`config.mk`:
```
export PLATFORM = sky130hd
export DESIGN_NAME = sm3_hash_engine
export DESIGN_NICKNAME = d
export VERILOG_FILES = /design/src/rtl/core/sm3he_pkg.sv /design/src/rtl/core/sm3he_msg.sv /design/src/rtl/core/sm3he_round.sv /design/src/rtl/core/sm3_hash_engine.sv
export SDC_FILE = /design/constraint.sdc
export NUM_CORES = 2
export LEC_CHECK = 0
export BUFFER_PORTS_ARGS = -buffer_cell sky130_fd_sc_hd__buf_2
export CAP_MARGIN = 0
export CORE_AREA = 2 2 351 423
export CTS_BUF_LIST = sky130_fd_sc_hd__clkbuf_8 sky130_fd_sc_hd__clkbuf_16
export CTS_CLUSTER_DIAMETER = 40
export DETAILED_ROUTE_END_ITERATION = 8
export DIE_AREA = 0 0 353 425
export GPL_TIMING_DRIVEN = 0
export HOLD_SLACK_MARGIN = 0.02
export REMOVE_ABC_BUFFERS = 1
export SLEW_MARGIN = 20
export SYNTH_ARGS = -nofsm -noshare
export SYNTH_HDL_FRONTEND = slang
export SYNTH_SLANG_ARGS = --single-unit
```
`constraint.sdc`:
```
create_clock -name clk -period 25.9 [get_ports clk]
set_input_delay 1.295 -clock clk [delete_from_list [all_inputs] [get_ports clk]]
set_output_delay 1.295 -clock clk [all_outputs]
set_load 0.005 [all_outputs]
```
`src/rtl/core/sm3he_pkg.sv`:
```
// ----------------------------------------------------------------------------
// sm3he_pkg
// Shared types, constants and bit functions of the SM3 hash engine.
// ----------------------------------------------------------------------------
package sm3he_pkg;

	localparam logic [31:0] SM3_IV [8] = '{
		32'h7380166F, 32'h4914B2B9, 32'h172442D7, 32'hDA8A0600,
		32'hA96F30BC, 32'h163138AA, 32'hE38DEE4D, 32'hB0FB0E4E
	};
	localparam logic [31:0] SM3_T_LOW  = 32'h79CC4519;
	localparam logic [31:0] SM3_T_HIGH = 32'h7A879D8A;
	localparam logic [7:0]  PAD_BYTE   = 8'h80;

	// Rotate left; an amount of zero leaves the word as it is.
	function automatic logic [31:0] rotl32(input logic [31:0] x, input logic [4:0] n);
		rotl32 = (x << n) | (x >> (6'd32 - {1'b0, n}));
	endfunction

	function automatic logic [31:0] perm0(input logic [31:0] x);
		perm0 = x ^ rotl32(x, 5'd9) ^ rotl32(x, 5'd17);
	endfunction

	function automatic logic [31:0] perm1(input logic [31:0] x);
		perm1 = x ^ rotl32(x, 5'd15) ^ rotl32(x, 5'd23);
	endfunction

	// Round constant of round 16, already rotated by 16.
	localparam logic [31:0] SM3_T_HIGH_R16 = rotl32(SM3_T_HIGH, 5'd16);

	typedef struct packed {
		logic [31:0] data_word;
		logic [2:0]  byte_count;
		logic        last_input;
	} sm3he_in_t;

	typedef struct packed {
		logic [31:0] digest_word;
		logic [2:0]  word_index;
		logic        last_of_run;
	} sm3he_out_t;

	// Control of the block buffer / expansion window.
	typedef struct packed {
		logic       wr_en;
		logic [3:0] idx;
		logic [1:0] lane;
		logic [7:0] wr_byte;
		logic       shift;
	} msg_ctl_t;

	typedef struct packed {
		logic [31:0] w;
		logic [31:0] w4;
	} msg_words_t;

	// Control and status of the round unit.
	typedef struct packed {
		logic       start;
		logic       init;
		logic [2:0] out_sel;
	} rnd_ctl_t;

	typedef struct packed {
		logic busy;
		logic done;
	} rnd_stat_t;

endpackage

```
`src/rtl/core/sm3he_msg.sv`:
```
// ----------------------------------------------------------------------------
// sm3he_msg
// Block buffer that doubles as the 16-word message expansion window.
// ----------------------------------------------------------------------------
module sm3he_msg import sm3he_pkg::*; (
	input  logic       clk,
	input  msg_ctl_t   ctl,
	output msg_words_t words
);

	logic [31:0] win_q [16];
	logic [31:0] w_new;

	// W[j+16] from the window holding W[j] .. W[j+15]
	assign w_new = perm1(win_q[0] ^ win_q[7] ^ rotl32(win_q[13], 5'd15))
		^ rotl32(win_q[3], 5'd7) ^ win_q[10];

	always_ff @(posedge clk) begin
		if (ctl.shift) begin
			for (int k = 0; k < 15; k++) begin
				win_q[k] <= win_q[k + 1];
			end
			win_q[15] <= w_new;
		end else if (ctl.wr_en) begin
			win_q[ctl.idx][{~ctl.lane, 3'b000} +: 8] <= ctl.wr_byte;
		end
	end

	assign words.w  = win_q[0];
	assign words.w4 = win_q[4];

endmodule

```
`src/rtl/core/sm3he_round.sv`:
```
// ----------------------------------------------------------------------------
// sm3he_round
// Chaining value and the SM3 round unit, one round per cycle over the 64 rounds of a block.
// ----------------------------------------------------------------------------
module sm3he_round import sm3he_pkg::*; (
	input  logic        clk,
	input  logic        arst_n,
	input  rnd_ctl_t    ctl,
	input  msg_words_t  words,
	output rnd_stat_t   stat,
	output logic [31:0] chain_word
);

	logic [31:0] chain_q [8];
	logic [31:0] r_q [8];
	logic [31:0] r_nxt [8];
	logic [31:0] tj_q;
	logic [5:0]  j_q;
	logic        busy_q;
	logic        done;
	logic [31:0] a12, ss1, ss2, ff, gg, tt1, tt2;

	always_comb begin
		a12 = rotl32(r_q[0], 5'd12);
		ss1 = rotl32(a12 + r_q[4] + tj_q, 5'd7);
		ss2 = ss1 ^ a12;
		if (j_q < 6'd16) begin
			ff = r_q[0] ^ r_q[1] ^ r_q[2];
			gg = r_q[4] ^ r_q[5] ^ r_q[6];
		end else begin
			ff = (r_q[0] & r_q[1]) | (r_q[0] & r_q[2]) | (r_q[1] & r_q[2]);
			gg = (r_q[4] & r_q[5]) | (~r_q[4] & r_q[6]);
		end
		tt1 = ff + r_q[3] + ss2 + (words.w ^ words.w4);
		tt2 = gg + r_q[7] + ss1 + words.w;
		r_nxt[0] = tt1;
		r_nxt[1] = r_q[0];
		r_nxt[2] = rotl32(r_q[1], 5'd9);
		r_nxt[3] = r_q[2];
		r_nxt[4] = perm0(tt2);
		r_nxt[5] = r_q[4];
		r_nxt[6] = rotl32(r_q[5], 5'd19);
		r_nxt[7] = r_q[6];
	end

	assign done = busy_q && (j_q == 6'd63);

	always_ff @(posedge clk or negedge arst_n) begin
		if (!arst_n) begin
			busy_q <= 1'b0;
			j_q    <= '0;
			for (int k = 0; k < 8; k++) begin
				chain_q[k] <= SM3_IV[k];
			end
		end else begin
			if (ctl.start) begin
				busy_q <= 1'b1;
				j_q    <= '0;
			end else if (busy_q) begin
				busy_q <= !done;
				j_q    <= j_q + 6'd1;
			end
			// fold the working registers into the chain on the last round
			if (ctl.init) begin
				for (int k = 0; k < 8; k++) begin
					chain_q[k] <= SM3_IV[k];
				end
			end else if (done) begin
				for (int k = 0; k < 8; k++) begin
					chain_q[k] <= chain_q[k] ^ r_nxt[k];
				end
			end
		end
	end

	// rotl(T, j) tracked by a one-bit rotate each round, reloaded with the round-16 constant after round 15
	always_ff @(posedge clk) begin
		if (ctl.start) begin
			tj_q <= SM3_T_LOW;
			for (int k = 0; k < 8; k++) begin
				r_q[k] <= chain_q[k];
			end
		end else if (busy_q) begin
			tj_q <= (j_q == 6'd15) ? SM3_T_HIGH_R16 : rotl32(tj_q, 5'd1);
			for (int k = 0; k < 8; k++) begin
				r_q[k] <= r_nxt[k];
			end
		end
	end

	assign stat.busy  = busy_q;
	assign stat.done  = done;
	assign chain_word = chain_q[ctl.out_sel];

	a_done_ends: assert property (@(posedge clk) disable iff (!arst_n)
		done |=> !busy_q)
		else $error("round unit still busy after its last round");

	a_round_step: assert property (@(posedge clk) disable iff (!arst_n)
		(busy_q && !done && !ctl.start) |=> (j_q == $past(j_q) + 6'd1))
		else $error("round counter skipped");

endmodule

```
`src/rtl/core/sm3_hash_engine.sv`:
```
// ----------------------------------------------------------------------------
// sm3_hash_engine
// SM3 hash over a stream of big-endian message words, 256-bit digest out.
// ----------------------------------------------------------------------------
// A message enters as 32-bit words, first byte in bits 31..24, each word with
// a byte count (values above four count as four) and a last flag. The engine
// takes one word at a time: in_ready is high only while it waits for a word.
// Bytes go into the 64-byte block buffer one per cycle while no block is
// being compressed. Each filled block runs through the round unit, one SM3
// round per cycle, and byte loading weighs more than the rounds. On a word
// marked last the engine appends the 0x80 pad byte, zero bytes and the
// 64-bit bit length, one byte per cycle outside compression, compressing one
// or two more blocks, then presents the digest as eight words (word_index 0
// first, last_of_run on word 7) through an output register. It then returns
// to the initial vector and accepts the next message while the last digest
// word may still wait to be taken. No clearing pass follows reset.
// ----------------------------------------------------------------------------
module sm3_hash_engine import sm3he_pkg::*; (
	input  logic       clk,
	input  logic       arst_n,
	input  logic       in_valid,
	output logic       in_ready,
	input  sm3he_in_t  in_data,
	output logic       out_valid,
	input  logic       out_ready,
	output sm3he_out_t out_data
);

	localparam logic [2:0] ST_IDLE   = 3'd0;
	localparam logic [2:0] ST_BYTE   = 3'd1;
	localparam logic [2:0] ST_PAD80  = 3'd2;
	localparam logic [2:0] ST_PADZ   = 3'd3;
	localparam logic [2:0] ST_PADLEN = 3'd4;
	localparam logic [2:0] ST_COMP   = 3'd5;
	localparam logic [2:0] ST_OUT    = 3'd6;

	logic [2:0]  state_q, ret_q;
	logic [5:0]  fill_q;
	logic [63:0] msg_bits_q;
	logic [2:0]  sel_q, cnt_q;
	logic [31:0] data_q;
	logic        last_q;
	logic [2:0]  out_idx_q;
	logic        out_valid_q;
	sm3he_out_t  out_q;

	msg_ctl_t    mctl;
	msg_words_t  mwords;
	rnd_ctl_t    rctl;
	rnd_stat_t   rstat;
	logic [31:0] chain_word;

	logic        put;
	logic        wrap;
	logic        load;
	logic [7:0]  put_byte;

	// Pick the byte written this cycle, if any.
	always_comb begin
		put      = 1'b0;
		put_byte = '0;
		unique case (state_q)
			ST_BYTE: begin
				put      = sel_q < cnt_q;
				put_byte = data_q[{~sel_q[1:0], 3'b000} +: 8];
			end
			ST_PAD80: begin
				put      = 1'b1;
				put_byte = PAD_BYTE;
			end
			ST_PADZ: begin
				put      = fill_q != 6'd56;
				put_byte = '0;
			end
			ST_PADLEN: begin
				put      = 1'b1;
				put_byte = msg_bits_q[{~fill_q[2:0], 3'b000} +: 8];
			end
			default: begin
				put      = 1'b0;
				put_byte = '0;
			end
		endcase
	end

	assign wrap = put && (fill_q == 6'd63);
	assign load = (state_q == ST_OUT) && (!out_valid_q || out_ready);

	assign mctl.wr_en   = put;
	assign mctl.idx     = fill_q[5:2];
	assign mctl.lane    = fill_q[1:0];
	assign mctl.wr_byte = put_byte;
	assign mctl.shift   = rstat.busy;

	assign rctl.start   = wrap;
	assign rctl.init    = load && (out_idx_q == 3'd7);
	assign rctl.out_sel = out_idx_q;

	sm3he_msg u_msg (
		.clk   (clk),
		.ctl   (mctl),
		.words (mwords)
	);

	sm3he_round u_round (
		.clk        (clk),
		.arst_n     (arst_n),
		.ctl        (rctl),
		.words      (mwords),
		.stat       (rstat),
		.chain_word (chain_word)
	);

	// Sequencer: bytes in, padding, compression, digest out.
	always_ff @(posedge clk or negedge arst_n) begin
		if (!arst_n) begin
			state_q     <= ST_IDLE;
			ret_q       <= ST_IDLE;
			fill_q      <= '0;
			msg_bits_q  <= '0;
			sel_q       <= '0;
			out_idx_q   <= '0;
			out_valid_q <= 1'b0;
		end else begin
			if (put) begin
				fill_q <= fill_q + 6'd1;
			end
			if (out_valid_q && out_ready && !load) begin
				out_valid_q <= 1'b0;
			end
			unique case (state_q)
				ST_IDLE: begin
					if (in_valid) begin
						sel_q   <= '0;
						state_q <= ST_BYTE;
					end
				end
				ST_BYTE: begin
					if (put) begin
						sel_q      <= sel_q + 3'd1;
						msg_bits_q <= msg_bits_q + 64'd8;
						if (wrap) begin
							ret_q   <= ST_BYTE;
							state_q <= ST_COMP;
						end
					end else begin
						state_q <= last_q ? ST_PAD80 : ST_IDLE;
					end
				end
				ST_PAD80: begin
					ret_q   <= ST_PADZ;
					state_q <= wrap ? ST_COMP : ST_PADZ;
				end
				ST_PADZ: begin
					if (!put) begin
						state_q <= ST_PADLEN;
					end else if (wrap) begin
						ret_q   <= ST_PADZ;
						state_q <= ST_COMP;
					end
				end
				ST_PADLEN: begin
					if (wrap) begin
						ret_q   <= ST_OUT;
						state_q <= ST_COMP;
					end
				end
				ST_COMP: begin
					if (rstat.done) begin
						state_q <= ret_q;
					end
				end
				ST_OUT: begin
					if (load) begin
						out_valid_q <= 1'b1;
						out_idx_q   <= out_idx_q + 3'd1;
						if (out_idx_q == 3'd7) begin
							// drop back to the initial state for the next message
							fill_q     <= '0;
							msg_bits_q <= '0;
							state_q    <= ST_IDLE;
						end
					end
				end
				default: begin
					state_q <= ST_IDLE;
				end
			endcase
		end
	end

	// Hold the accepted word and the digest word on offer.
	always_ff @(posedge clk) begin
		if (in_valid && in_ready) begin
			data_q <= in_data.data_word;
			cnt_q  <= (in_data.byte_count > 3'd4) ? 3'd4 : in_data.byte_count;
			last_q <= in_data.last_input;
		end
		if (load) begin
			out_q.digest_word <= chain_word;
			out_q.word_index  <= out_idx_q;
			out_q.last_of_run <= out_idx_q == 3'd7;
		end
	end

	assign in_ready  = state_q == ST_IDLE;
	assign out_valid = out_valid_q;
	assign out_data  = out_q;

	a_comp_busy: assert property (@(posedge clk) disable iff (!arst_n)
		(state_q == ST_COMP) |-> rstat.busy)
		else $error("waiting on compression while the round unit is idle");

	a_idle_quiet: assert property (@(posedge clk) disable iff (!arst_n)
		(state_q == ST_IDLE) |-> !rstat.busy)
		else $error("round unit busy while taking words");

	a_len_pos: assert property (@(posedge clk) disable iff (!arst_n)
		(state_q == ST_PADLEN) |-> (fill_q >= 6'd56))
		else $error("length bytes written outside the last eight bytes");

endmodule
```
== Word-level counts from Yosys, hierarchy flattened ==
Memory sizes are Yosys's and may differ from the RTL's.
Cells that the tools add are included.
W data, S select, Z words.

* Memories: 2
* Register bits after elaboration: 450
* Output and inout port bits: 38
* Bits in writable memories: 768
* Input bits: 40

* Reduce and logical (&&, ||, !) cells: 24
* Add/subtract/negate cells: 14
* Equality and inequality tests: 20
* Mux-type cells: 64
* Bitwise logic cells: 54
* Order comparisons: 4
* Shift-type cells: 4

{| class="wikitable"
|+ Memories
! memory !! depth !! width !! rd ports !! clocked after Yosys merged registers in !! write ports !! RTL line !! text
|-
| u_msg.win_q || 16 || 32 || 16 || 0 || 16 || sm3he_msg.sv:11 || <nowiki>logic [31:0] win_q [16];</nowiki>
|-
| u_round.r_q || 8 || 32 || 8 || 0 || 8 || sm3he_round.sv:15 || <nowiki>logic [31:0] r_q [8];</nowiki>
|}

{| class="wikitable"
|+ Operator list
! kind !! number
|-
| $xor A32 B32 Y32 || 22
|-
| $mux W256 || 2
|-
| $mux W32 || 16
|-
| $add A32 B32 Y32 || 8
|-
| $mux W64 || 3
|-
| $and A32 B32 Y32 || 5
|-
| $pmux W64 S2 || 1
|-
| $bmux W32 S3 || 1
|-
| $or A32 B32 Y32 || 3
|-
| $add A64 B4 Y64 const B || 1
|-
| $or A32 B15 Y32 || 2
|-
| $or A32 B7 Y32 || 2
|-
| $or A32 B9 Y32 || 2
|-
| $shiftx A64 B7 Y8 || 1
|-
| $mux W3 || 15
|-
| $mux W6 || 6
|-
| $not A32 Y32 || 1
|-
| $or A32 B1 Y32 || 1
|-
| $or A32 B12 Y32 || 1
|-
| $or A32 B17 Y32 || 1
|-
| $or A32 B19 Y32 || 1
|-
| $or A32 B23 Y32 || 1
|-
| $reduce_or A32 Y1 || 1
|-
| $shift A8 B7 Y32 const A || 1
|-
| 40 further kinds || 86
|}

== Logic depth before layout (Yosys ltp) ==
An unclocked memory read counts as a cell.

* Depth after elaboration: 14
* Depth in mapped cells: 31
* Mapped depth without buffers: 31

== Hierarchy ==
From an unflattened synthesis, not the netlist that was laid out.

* Cells, all modules: 5,988
* Area, all modules: 68,755.9 um2

{| class="wikitable"
|+ By module, submodules not included
! module !! instances !! area an instance (um2) !! cells each
|-
| sm3he_round || 1 || 36,648.9 || 3,644
|-
| sm3he_msg || 1 || 24,249.5 || 1,654
|-
| sm3_hash_engine || 1 || 7,857.5 || 690
|}

== Worst setup path after synthesis ==
OpenSTA, ideal clock, no wires.

* Path type: reg-to-reg
* From: reg fill_q[0]
* To: mem u_round.r_q[0][0], enable pin
* Library setup time: 2,192 ps
* Data required time: 23,708 ps
* Buffers on the path: 4
* Cell stages (with the launch flop): 13
* Arrival: 7,300 ps
* Path slack: 16,408 ps
* Cell sequence: dfrtp_1 > clkbuf_1 > buf_2 > buf_2 > inv_1 > ha_1 > nand3_1 > a311o_1 > buf_2 > nand2_1 > nor3_1 > nor2_1 > clkinv_1

{| class="wikitable"
|+ RTL lines
! element !! RTL line !! text
|-
| start, declared || sm3_hash_engine.sv:38 || <nowiki>logic [5:0] fill_q;</nowiki>
|-
| start signal, assigned || sm3_hash_engine.sv:126 || <nowiki>fill_q <= fill_q + 6'd1;</nowiki>
|-
| end, declared || sm3he_round.sv:15 ||
|}

==> out/summary.md <==
The flow ran to the end, and the final reports show no timing, DRC or antenna violations. Beginning of the critical path: u_round.r_q[0][21]. The fraction of post-synthesis cell area in the top cell type by area is 37.8%, and the parity-gate share of the synthesized area counting xor and xnor cells is 7.79%. The clock network latency to the later pin of the worst-skew pair was 0.82 ns.

The first global-routing pass estimated 305,000 um of wire. Counting every sink on the clock net gives 1,215. The most frequent cell after synthesis is sky130_fd_sc_hd__nand2_1.

The tools report the initial cell density of the core as 45.6%. In the final routing, the length of wire on met1 measures 83,100 um. The basic-gate share of the synthesized area counting and, or, nand and nor cells was 12.0%. In the synthesized netlist, the number of instances is 6,069. In this run the count of I/O pins placed on the die edge is 78. The run gives 0 as the final-report max-slew violation count. The average instance area after synthesis was 11.0 um^2. Along the worst path, the maximum fanout reaches 4. The total power density per cell area is 60.5 nW/um^2, and the maximum number of buffers from clock root to sink is 3. Data on the critical path is required at its endpoint by 26.64 ns. Setup violations remaining at the end of the flow were counted as 0. Counting flops with a built-in enable in the synthesized netlist gives 840. The iteration-0 DRC count of the detailed router is 4,578. The tools report the total iterations of the first detailed-routing run as 8. Time the worst path needs with I/O delays and setup: 9.04 ns. After floorplanning, the core was sized to cover 146,000 um^2. Highest routing layer actually used: met5. After the flow finishes, the layout carries non-filler instances totaling 8,198.

The share of async-settable or async-resettable flops after synthesis was 28.2%. The run gives 0 as the remaining number of nets flagged by the antenna check after routing. In the synthesized netlist, the cells that appear most often are sky130_fd_sc_hd__nand2_1, sky130_fd_sc_hd__edfxtp_1, sky130_fd_sc_hd__o21ai_0. In the synthesized netlist the dominant register cell turns out to be sky130_fd_sc_hd__edfxtp_1. In this run the tightest slew margin relative to its limit is 21.3%.

The post-synthesis cell area is 66,700 um^2, and the overall die width is 353 um. After filler insertion, the fill cell instance count of the layout stands at 12,911. By area the synthesized netlist is led by sky130_fd_sc_hd__edfxtp_1, sky130_fd_sc_hd__dfrtp_1, sky130_fd_sc_hd__nand2_1. At the end of routability-driven placement, the weighted congestion stood at 0.981. The half-perimeter wire length after placement is 153,000 um, and the length of routed met2 wiring is 97,300 um.

For this run, design rule violations remaining after detail routing come to 0. Setup repair after global routing left no endpoint under its margin. The die is 425 um tall. The worst path uses 34.9% of the clock period. Dominant cell type by area after synthesis: sky130_fd_sc_hd__edfxtp_1. The floorplan row count was 154; the number of hold violations in the final report was 0. The worst setup path is captured at a register. In this run the post-CTS setup repair buffer count came out at 0.

The net count of the finished layout is 6,426. The fraction of synthesized area in multiplexers was 7.07%. The run gives 96 as the count of different cell masters after synthesis. The post-synthesis to final-layout area growth was 13.9%.

The tools report the kind of start point of the critical path as a register. The number of instances resized during post-cts repair is 0. The number of global-route vias before repair was 45,731; the met3 layer wire length in the routed design was 13,900 um.

The path class of the tightest hold or removal check is primary input to asynchronous set/reset pin. The run gives 0 as the count of maximum capacitance violations. After clock tree synthesis, the flow added hold-fix buffers numbering 0. For the worst setup path, the data arrival time is 9.77 ns. TritonCTS built the clock tree.

The logs give 0.0375 ns for the largest clock skew in the final design and 0 for the number of warnings reported in the yosys synthesis log. Counting tap cells, the placed design contains a total of 7,863 instances. The startpoint identified for the worst register-to-register timing path is u_round.r_q[0][21]. For the final-layout setup total negative slack, the log shows 0 ns.

Counting cells, the worst reg-to-reg path comes to 31. For the initial antenna violation count, the log shows 6. Entering global routing, the biggest net connects 82 pins.

The fraction of layout instances using a drive strength above 1 was 14.8%; the peak supply drop was 0.0757 mV. Summed over all layers, the routed wires come to 208,000 um. The number of synthesized register bits was 1,215.

Global routing used 27.7% of the available tracks. The transition time of the tightest slew-check pin came out at 1.18 ns. The count of buffers added on input and output ports is 77. After clock tree synthesis, the clock-pin slew on the worst setup and hold paths is 0.05 ns. The post-synthesis adder-cell area fraction was 7.60%. The setup path with the least slack is of type register to register. Based on the critical path, the design can be clocked at up to 111 MHz. The slowest stage of the critical path belongs to the cell sky130_fd_sc_hd__xnor2_1. The largest single stage delay on the critical path is 0.79 ns.

Largest family of logic cells by synthesized area: simple AND/OR/NAND/NOR gates. Post-detailed-route wirelength per cell: 25.3 um. Buffer type at the clock tree root: sky130_fd_sc_hd__clkbuf_16. The synthesized netlist devotes 10.8% of its cell area to compound gates.

For this block, the via count after detailed routing is 46,994. The logs give 51.9% for the sequential area share after synthesis and 150,000 um^2 for the area of the die. After global routing the overflow that remains totals 0.

The detail-routed via count per cell was 5.73. The H-tree depth is 4, and the TritonCTS buffer count is 179. Reported leakage power: 29.6 nW.
-- per-stage QoR --
stage	area [um^2]	setup WS [ns]	hold WS, ns	power [W]	util, %
after floorplan	65500	13.60	0.481	0.00210	-
after global placement	68300	2.01	0.500	0.00211	46.8
after detailed placement	69700	17.00	0.507	0.00212	47.7
after CTS	75900	16.97	0.440	0.00462	52.0
after global routing	76000	16.42	0.481	0.00471	52.0
final	76000	16.86	0.454	0.00460	52.0
-- final timing paths --
| kind | endpoint | slack, ns |
|---|---|---|
| min reg2reg | u_msg.win_q[0][3] | 0.51 |
| max reg2reg | u_round.chain_q[253] | 16.86 |
| min in group clk | u_msg.win_q[0][3] | 0.51 |
| max | u_round.chain_q[253] | 16.86 |
| min | out_idx_q[0] | 0.45 |
| max in group asynchronous | u_round.chain_q[159] | 23.82 |
-- logic make-up (layout without fill, tap and decap cells) --
logic type | Yosys count | count (layout)
AOI/OAI and AO/OA | 1272 | 1272
xor gates and xnor gates | 577 | 577
adders and majority gates | 292 | 292
buffers and inverters | 496 | 673
DFF | 1215 | 1215
muxes | 339 | 339
other | 0 | 2
and+or+nand+nor | 1878 | 1878
-- sequential cells by signal (all words and copies together) (netlist names), 6 cells and up --
register         flops
u_round.chain_q    256
out_data            36
u_round.r_q        256
msg_bits_q          61
u_round.tj_q        32
data_q              32
u_msg.win_q        512
u_round.j_q          6
fill_q               6
-- worst max-delay path: cells and delay by family, from the launching register on --
family	cells	cell delay [ns]
compound gates	10	3.01
xor+xnor	2	1.02
fa+ha+maj	7	2.39
buf+inv	5	0.59
flops	1	0.44
mux	2	0.50
simple gates	5	1.02
-- area by class of cell --
cell class              count  area (um^2)  share of cell area (%)
well taps                1950         2440                    3.21
diodes                      2         5.00                 0.00659
inverters                 191          724                   0.954
clock buffers             195         4760                    6.26
flip-flops and latches   1215        34600                    45.6
multi-input cells        4358        30300                    39.8
clock inverters           138         1470                    1.94
repair buffers            149         1690                    2.23
-- cell usage in the layout, fill, tap and decap left out, types with 22 or more instances in the layout --
cell,Yosys,layout
sky130_fd_sc_hd__a31oi_1,25,25
sky130_fd_sc_hd__a21oi_1,239,238
sky130_fd_sc_hd__a21o_1,37,37
sky130_fd_sc_hd__and3_1,123,122
sky130_fd_sc_hd__edfxtp_1,840,840
sky130_fd_sc_hd__nand2_1,1133,1132
sky130_fd_sc_hd__inv_1,190,207
sky130_fd_sc_hd__or3_1,50,49
sky130_fd_sc_hd__nor2b_1,28,28
sky130_fd_sc_hd__dfxtp_1,32,32
sky130_fd_sc_hd__a211oi_1,26,26
sky130_fd_sc_hd__inv_6,0,26
sky130_fd_sc_hd__o21ai_0,789,788
sky130_fd_sc_hd__nor2_1,316,311
sky130_fd_sc_hd__buf_2,33,77
sky130_fd_sc_hd__dfstp_2,119,119
sky130_fd_sc_hd__fa_1,188,188
sky130_fd_sc_hd__mux2_2,204,204
sky130_fd_sc_hd__xnor2_1,302,302
sky130_fd_sc_hd__nor3_1,65,58
sky130_fd_sc_hd__buf_12,0,22
sky130_fd_sc_hd__dfrtp_1,224,220
sky130_fd_sc_hd__mux2i_1,50,50
sky130_fd_sc_hd__clkbuf_16,0,184
sky130_fd_sc_hd__mux4_2,85,85
sky130_fd_sc_hd__ha_1,104,104
sky130_fd_sc_hd__xor2_1,263,263
sky130_fd_sc_hd__nand3_1,74,73
-- power by group --
group	total (W)	switching, W	internal, W
Sequential	0.00206	0.00000000000000000000281	0.00206
Clock	0.00252	0.000976	0.00154
Combinational	0.0000168	0.0000128	0.00000401
-- per-layer routing --
| layer | global-route usage [%] | up-vias |
|---|---|---|
| met2 | 44.7 | 1780 |
| met3 | 4.81 | 469 |
| li1 | - | 21446 |
| met1 | 35.1 | 23295 |
| met4 | 16.1 | 4 |
| met5 | 0 | - |
Power figures use the tool's default switching activity.
